**src/sv/bmsp_pkg.sv**
```systemverilog
`timescale 1ns / 1ps
package bmsp_pkg;
  localparam int PRIME_DEFAULT = 10007;
  localparam int RES_W = 14;
  localparam int QUEUE_DEPTH = 4;

  // item handed from front to back
  typedef struct packed {
    logic        zero;
    logic [30:0] n;
    logic [30:0] k;
    logic [30:0] d;
  } bmsp_item_t;
endpackage

```
**src/sv/bmsp_front.sv**
```systemverilog
`timescale 1ns / 1ps
module bmsp_front (
  input  logic clk,
  input  logic rst,
  input  logic signed [31:0] n_value,
  input  logic signed [31:0] k_value,
  input  logic push,
  output logic full,
  output bmsp_pkg::bmsp_item_t item,
  output logic item_valid,
  input  logic item_take
);
  import bmsp_pkg::*;
  localparam int QDEPTH = QUEUE_DEPTH;
  localparam int AW = $clog2(QDEPTH);

  bmsp_item_t mem [QDEPTH];
  logic [AW-1:0] wptr, rptr;
  logic [AW:0] count;
  bmsp_item_t cls;
  logic [32:0] diff;
  logic do_push, do_pop;

  // classify: negative argument or k above n gives zero
  always_comb begin
    diff = {n_value[31], n_value} - {k_value[31], k_value};
    cls.zero = n_value[31] | k_value[31] | diff[32];
    cls.n = n_value[30:0];
    cls.k = k_value[30:0];
    cls.d = diff[30:0];
  end

  assign full = (count == (AW+1)'(QDEPTH));
  assign item_valid = (count != '0);
  assign do_push = push & ~full;
  assign do_pop = item_take & item_valid;
  assign item = mem[rptr];

  // queue storage
  always_ff @(posedge clk) begin
    if (do_push) mem[wptr] <= cls;
  end

  // queue pointers
  always_ff @(posedge clk) begin
    if (rst) begin
      wptr <= '0;
      rptr <= '0;
      count <= '0;
    end else begin
      if (do_push) wptr <= (wptr == AW'(QDEPTH-1)) ? '0 : wptr + 1'b1;
      if (do_pop) rptr <= (rptr == AW'(QDEPTH-1)) ? '0 : rptr + 1'b1;
      count <= count + (AW+1)'(do_push) - (AW+1)'(do_pop);
    end
  end

  a_count_bound: assert property (@(posedge clk) disable iff (rst)
    count <= (AW+1)'(QDEPTH)) else $error("queue count overflow");
  a_no_push_full: assert property (@(posedge clk) disable iff (rst)
    full |=> count == $past(count) - (AW+1)'($past(do_pop))) else $error("push while full");
  a_empty_pop: assert property (@(posedge clk) disable iff (rst)
    (count == '0) |-> !do_pop) else $error("pop from empty queue");
endmodule

```
**config.mk**
```make
export PLATFORM = sky130hd
export DESIGN_NAME = bmsp_front
export DESIGN_NICKNAME = d
export VERILOG_FILES = /design/src/sv/bmsp_pkg.sv /design/src/sv/bmsp_front.sv
export SDC_FILE = /design/constraint.sdc
export NUM_CORES = 1
export LEC_CHECK = 0
export BUFFER_PORTS_ARGS = -buffer_cell sky130_fd_sc_hd__clkbuf_2
export CAP_MARGIN = 30
export CORE_MARGIN = 2
export CORE_UTILIZATION = 45
export CTS_CLUSTER_DIAMETER = 150
export DETAILED_ROUTE_END_ITERATION = 7
export PLACE_DENSITY = 0.71
export SLEW_MARGIN = 20
export SYNTH_ARGS = -nofsm -noshare
export SYNTH_HDL_FRONTEND = slang
export SYNTH_SLANG_ARGS = --single-unit
```
**constraint.sdc**
```tcl
create_clock -name clk -period 3.6 [get_ports clk]
set_clock_uncertainty 0.15 [all_clocks]
set_input_delay 0.72 -clock clk [delete_from_list [all_inputs] [get_ports clk]]
set_output_delay 0.72 -clock clk [all_outputs]
set_load 0.1 [all_outputs]
```
Yosys cells after proc, flatten, opt, wreduce, memory -nomap -nowiden:

Memories as Yosys holds them, arrays and structs flattened. A register that Yosys moved wholly into a read port is not among the register bits.
Cells that the tools add are included.

* bits in registers: 7
* RAM bits: 376
* output and inout bits: 96
* memories kept: 1

Memories
* mem: words 4, width 94, rd ports 1, clocked after memory_dff 1, write ports 1, RTL line bmsp_front.sv:17 `bmsp_item_t mem [QDEPTH];`

* $add $sub $neg: 5
* equal/unequal tests: 3
* multiplexer cells: 6
* bitwise logic cells: 5
* reductions and logical operators: 1

Operators by type and width (number)
* 32-bit by 32-bit subtractor with 33-bit output: 1
* 2-bit 2-to-1 mux: 4
* 2-bit by 1-bit adder with 2-bit output, second input constant: 2
* 2-bit equality test, second input constant: 2
* 3-bit by 1-bit adder with 3-bit output: 1
* 3-bit equality test, second input constant: 1
* 3-bit nonzero test: 1
* 3-bit by 1-bit subtractor with 3-bit output: 1
* 1-bit bitwise AND: 2
* 1-bit 2-to-1 mux: 2
* 1-bit bitwise OR: 2
* 1-bit inverter: 1

Logic depth before layout (Yosys ltp):

* word-level depth: 5
* mapped depth: 11
* mapped depth without buffers: 11

Worst setup path after synthesis:

No wires, ideal clock.

* kind: reg-to-reg
* from: register count[1]
* to: memory mem[0][0] (netlist bit) (enable)
* setup time: 0.678 ns
* arrival time: 4.216 ns
* required time: 2.772 ns
* slack: -1.444 ns
* stages on the path, launching flop included: 4
* period minus slack after synthesis: 5.044 ns
* cells stage by stage: dfxtp_1 -> nor3b_1 -> nor2b_1 -> and2_1

* word-level cells in the longest chain between the ends: 5

RTL lines
* start, declared: RTL line bmsp_front.sv:19 `logic [AW:0] count;`
* start signal, assigned: RTL line bmsp_front.sv:53 `count <= count + (AW+1)'(do_push) - (AW+1)'(do_pop);`
* 3-bit equality test: RTL line bmsp_front.sv:33 `assign full = (count == (AW+1)'(QDEPTH));`
* via full: RTL line bmsp_front.sv:8 `output logic full,`
* 1-bit inverter: RTL line bmsp_front.sv:35 `assign do_push = push & ~full;`
* 1-bit bitwise AND: RTL line bmsp_front.sv:35
* 1-bit 2-to-1 mux: RTL line bmsp_front.sv:41 `if (do_push) mem[wptr] <= cls;`
* 1-bit 2-to-1 mux (not written as such): RTL line bmsp_front.sv:41
* end, declared: RTL line bmsp_front.sv:17

The timed path passes the listed nets, and every way through them passes these cells.

==> metrics.csv <==
metric,value,unit
switchingPower,6060,uW
synthArstFlopShare,0,%
hp-class,in2reg,
rows,68,
clk_pin_slew_worst_paths,0.06,ns
cts_tree,built,
cellLeakagePower,0.00656,uW
fmax,302,MHz
syn_area,15800,sq um
drv_slew,0,
yosys_warnings,0,
cap_violations,0,
combPwrFrac,36.7,%
dpl_cell_area,17400,sq um
vias,8210,
cts.repair.resized,0,
drive_above_1_share,33.0,%
antennaDiodeCount,0,
cts_root_buffer,clkbuf_16,
drt-met1-wl,14.4,mm
start_util,45.7,%
grt_use_total,18.3,%
ctsHoldBuffers,0,
status,finished clean,
crit_arrival,2.44,ns
relSlewSlack,59.4,%
drtIter0Drc,570,
cellInternalPower,8880,uW
synth-seq-cells,385,
gp_congestion,0.835,
coreArea,34500,sq um
insertion_delay,0.52,ns
io_pins,164,
crit_path_end_kind,output pin,
synth_edf_count,376,
sequentialPowerShare,37.7,%
finalWirelength,33.0,mm
nNetsFinal,1132,
synth_top_cell_by_area,edfxtp_1,
grt_pass1_wl,50.0,mm
holdPathStages,1,
ctsLongestPathBuffers,3,
top_layer_used,met4,
finalPower,14900,uW
yosysMostFrequentCell,edfxtp_1,
ys.flop_type,edfxtp_1,
cts.sinks,385,
setup_viol,0,
grt_max_degree,62,
tightest_slew,0.611,ns
via_per_inst,5.45,
ys_top_cells_by_count,"edfxtp_1 (376), mux4_2 (94), inv_1 (48), a21oi_1 (40), ha_1 (40)",
die_y,191,um
synth-seq-area-share,72.6,%
postSynthAreaPerCell,19.2,sq um
port_buffers,163,
cellPowerDensity,802,nW/um^2
synth_top_area_share,71.5,%
clkPwrFrac,25.6,%
cts_made_buffers,39,
fin_crit_sh,92.0,%
wire_per_inst,21.9,um
die_area,36600,sq um
final-hold-violation-count,0,
reg2regPathDepth,11,
worstPathMaxFanout,32,
cts_max_level,2,
grt_pass1_vias,8611,
peakVddDrop,0.000618,V
synth.distinct_cells,49,
finalCriticalPeriod,3.31,ns
antenna_found_initial,0,
route.met2.wl,15.9,mm
required,2.73,ns
drtPass1Iterations,5,
grt_remaining_overflow,0,
area_delta_synth_final,18.0,%
antenna_left,0,
synth_area_leaders,"edfxtp_1 (71%), mux4_2 (13%), ha_1 (3.2%), a21oi_1 (1.3%), dfxtp_1 (1.1%)",
design_area,18600,sq um
critical_path_class,reg2out,
p_sw_share,40.6,%
place_hpwl,21.7,mm
postSynthNetCount,932,
post_cts_buffers,0,
synthCells,822,
nFillCells,2786,
rsz0062_at_grt,false,
fp.dieW,191,um
drcViolationCount,0,
cp-start-kind,flip-flop,
route.met3.wl,2.05,mm
-- cell families (layout without fill, tap and decap cells) --
| family | Yosys count | after routing | synth area share [%] |
|---|---|---|---|
| muxes | 94 | 94 | 13.4 |
| AOI/OAI and AO/OA | 102 | 102 | 4.14 |
| DFF | 385 | 385 | 72.6 |
| adders and majority gates | 42 | 42 | 3.42 |
| buffers and inverters | 78 | 307 | 1.96 |
| and+or+nand+nor | 90 | 90 | 2.76 |
| xor gates and xnor gates | 31 | 31 | 1.72 |
-- sequential cells by signal (all words and copies together), names as in the netlist, named ones only --
register / count
count: 3
mem: 376
rptr: 2
wptr: 2
-- power groups by stage --
stage	sequential [uW]	combinational [uW]	clock, uW
detailed placement	5740	5540	0
finish	5630	5480	3830
floorplan	5650	4550	0
global placement	5710	5520	0
global route	5680	5700	4090
CTS	5640	5550	3920
-- metrics by stage --
stage | setup TNS [ns] | util, % | worst slack (ns) | hold slack, ns | std cells
3_3_place_gp | 0 | 50.5 | 0.0305 | 0.310 | 1436
4_1_cts | 0 | 54.0 | 0.216 | 0.250 | 1506
6_report | 0 | 54.0 | 0.288 | 0.278 | 1506
2_1_floorplan | 0 | - | 0.618 | 0.297 | 822
3_5_place_dp | -0.112 | 50.5 | -0.0279 | 0.312 | 1436
5_1_grt | 0 | 54.0 | 0.167 | 0.270 | 1506
-- path summary, 6_finish.rpt --
kind,startpoint,to,slack (ns)
max reg2reg,count[1],count[2],0.96
min,k_value[15],mem[1][46],0.28
max,flip-flop,item[51],0.29
min reg2reg,rptr[1],flip-flop,0.31
-- critical path: stages, from the launching register on --
cell and delay (ns):
dfxtp_4 0.59, buf_12 0.32, mux4_2 0.59, clkbuf_2 0.40
-- per-layer routing --
| layer | global-route usage [%] | vias up |
|---|---|---|
| met5 | 0 | - |
| met4 | 4.73 | 0 |
| met3 | 3.38 | 40 |
| met2 | 29.2 | 235 |
| met1 | 26.2 | 4224 |
| li1 | - | 3711 |
-- placed cells by master (no fill, tap or decap), types with 7 or more instances in the layout --
cell type,Yosys,final
a21o_1,14,14
a21oi_1,40,40
buf_12,0,13
buf_4,0,13
clkbuf_1,18,10
clkbuf_16,0,41
clkbuf_2,0,163
clkinv_1,0,10
dfxtp_1,9,7
edfxtp_1,376,376
ha_1,40,40
inv_1,48,48
mux4_2,94,94
nand2_1,32,32
nand4_1,8,8
nor2_1,19,19
o21ai_0,13,13
o21ai_1,7,7
xnor2_1,19,19
xor2_1,12,12
-- layout make-up --
type / instances / area, sq um / area share, %
repair buffers: 189 / 1170 / 6.29
clock buffers: 51 / 1060 / 5.70
well taps: 455 / 569 / 3.05
multi-input cells: 359 / 4040 / 21.7
flip-flops and latches: 385 / 11500 / 61.6
clock inverters: 19 / 141 / 0.758
inverters: 48 / 180 / 0.966
Power figures use the tool's default switching activity.
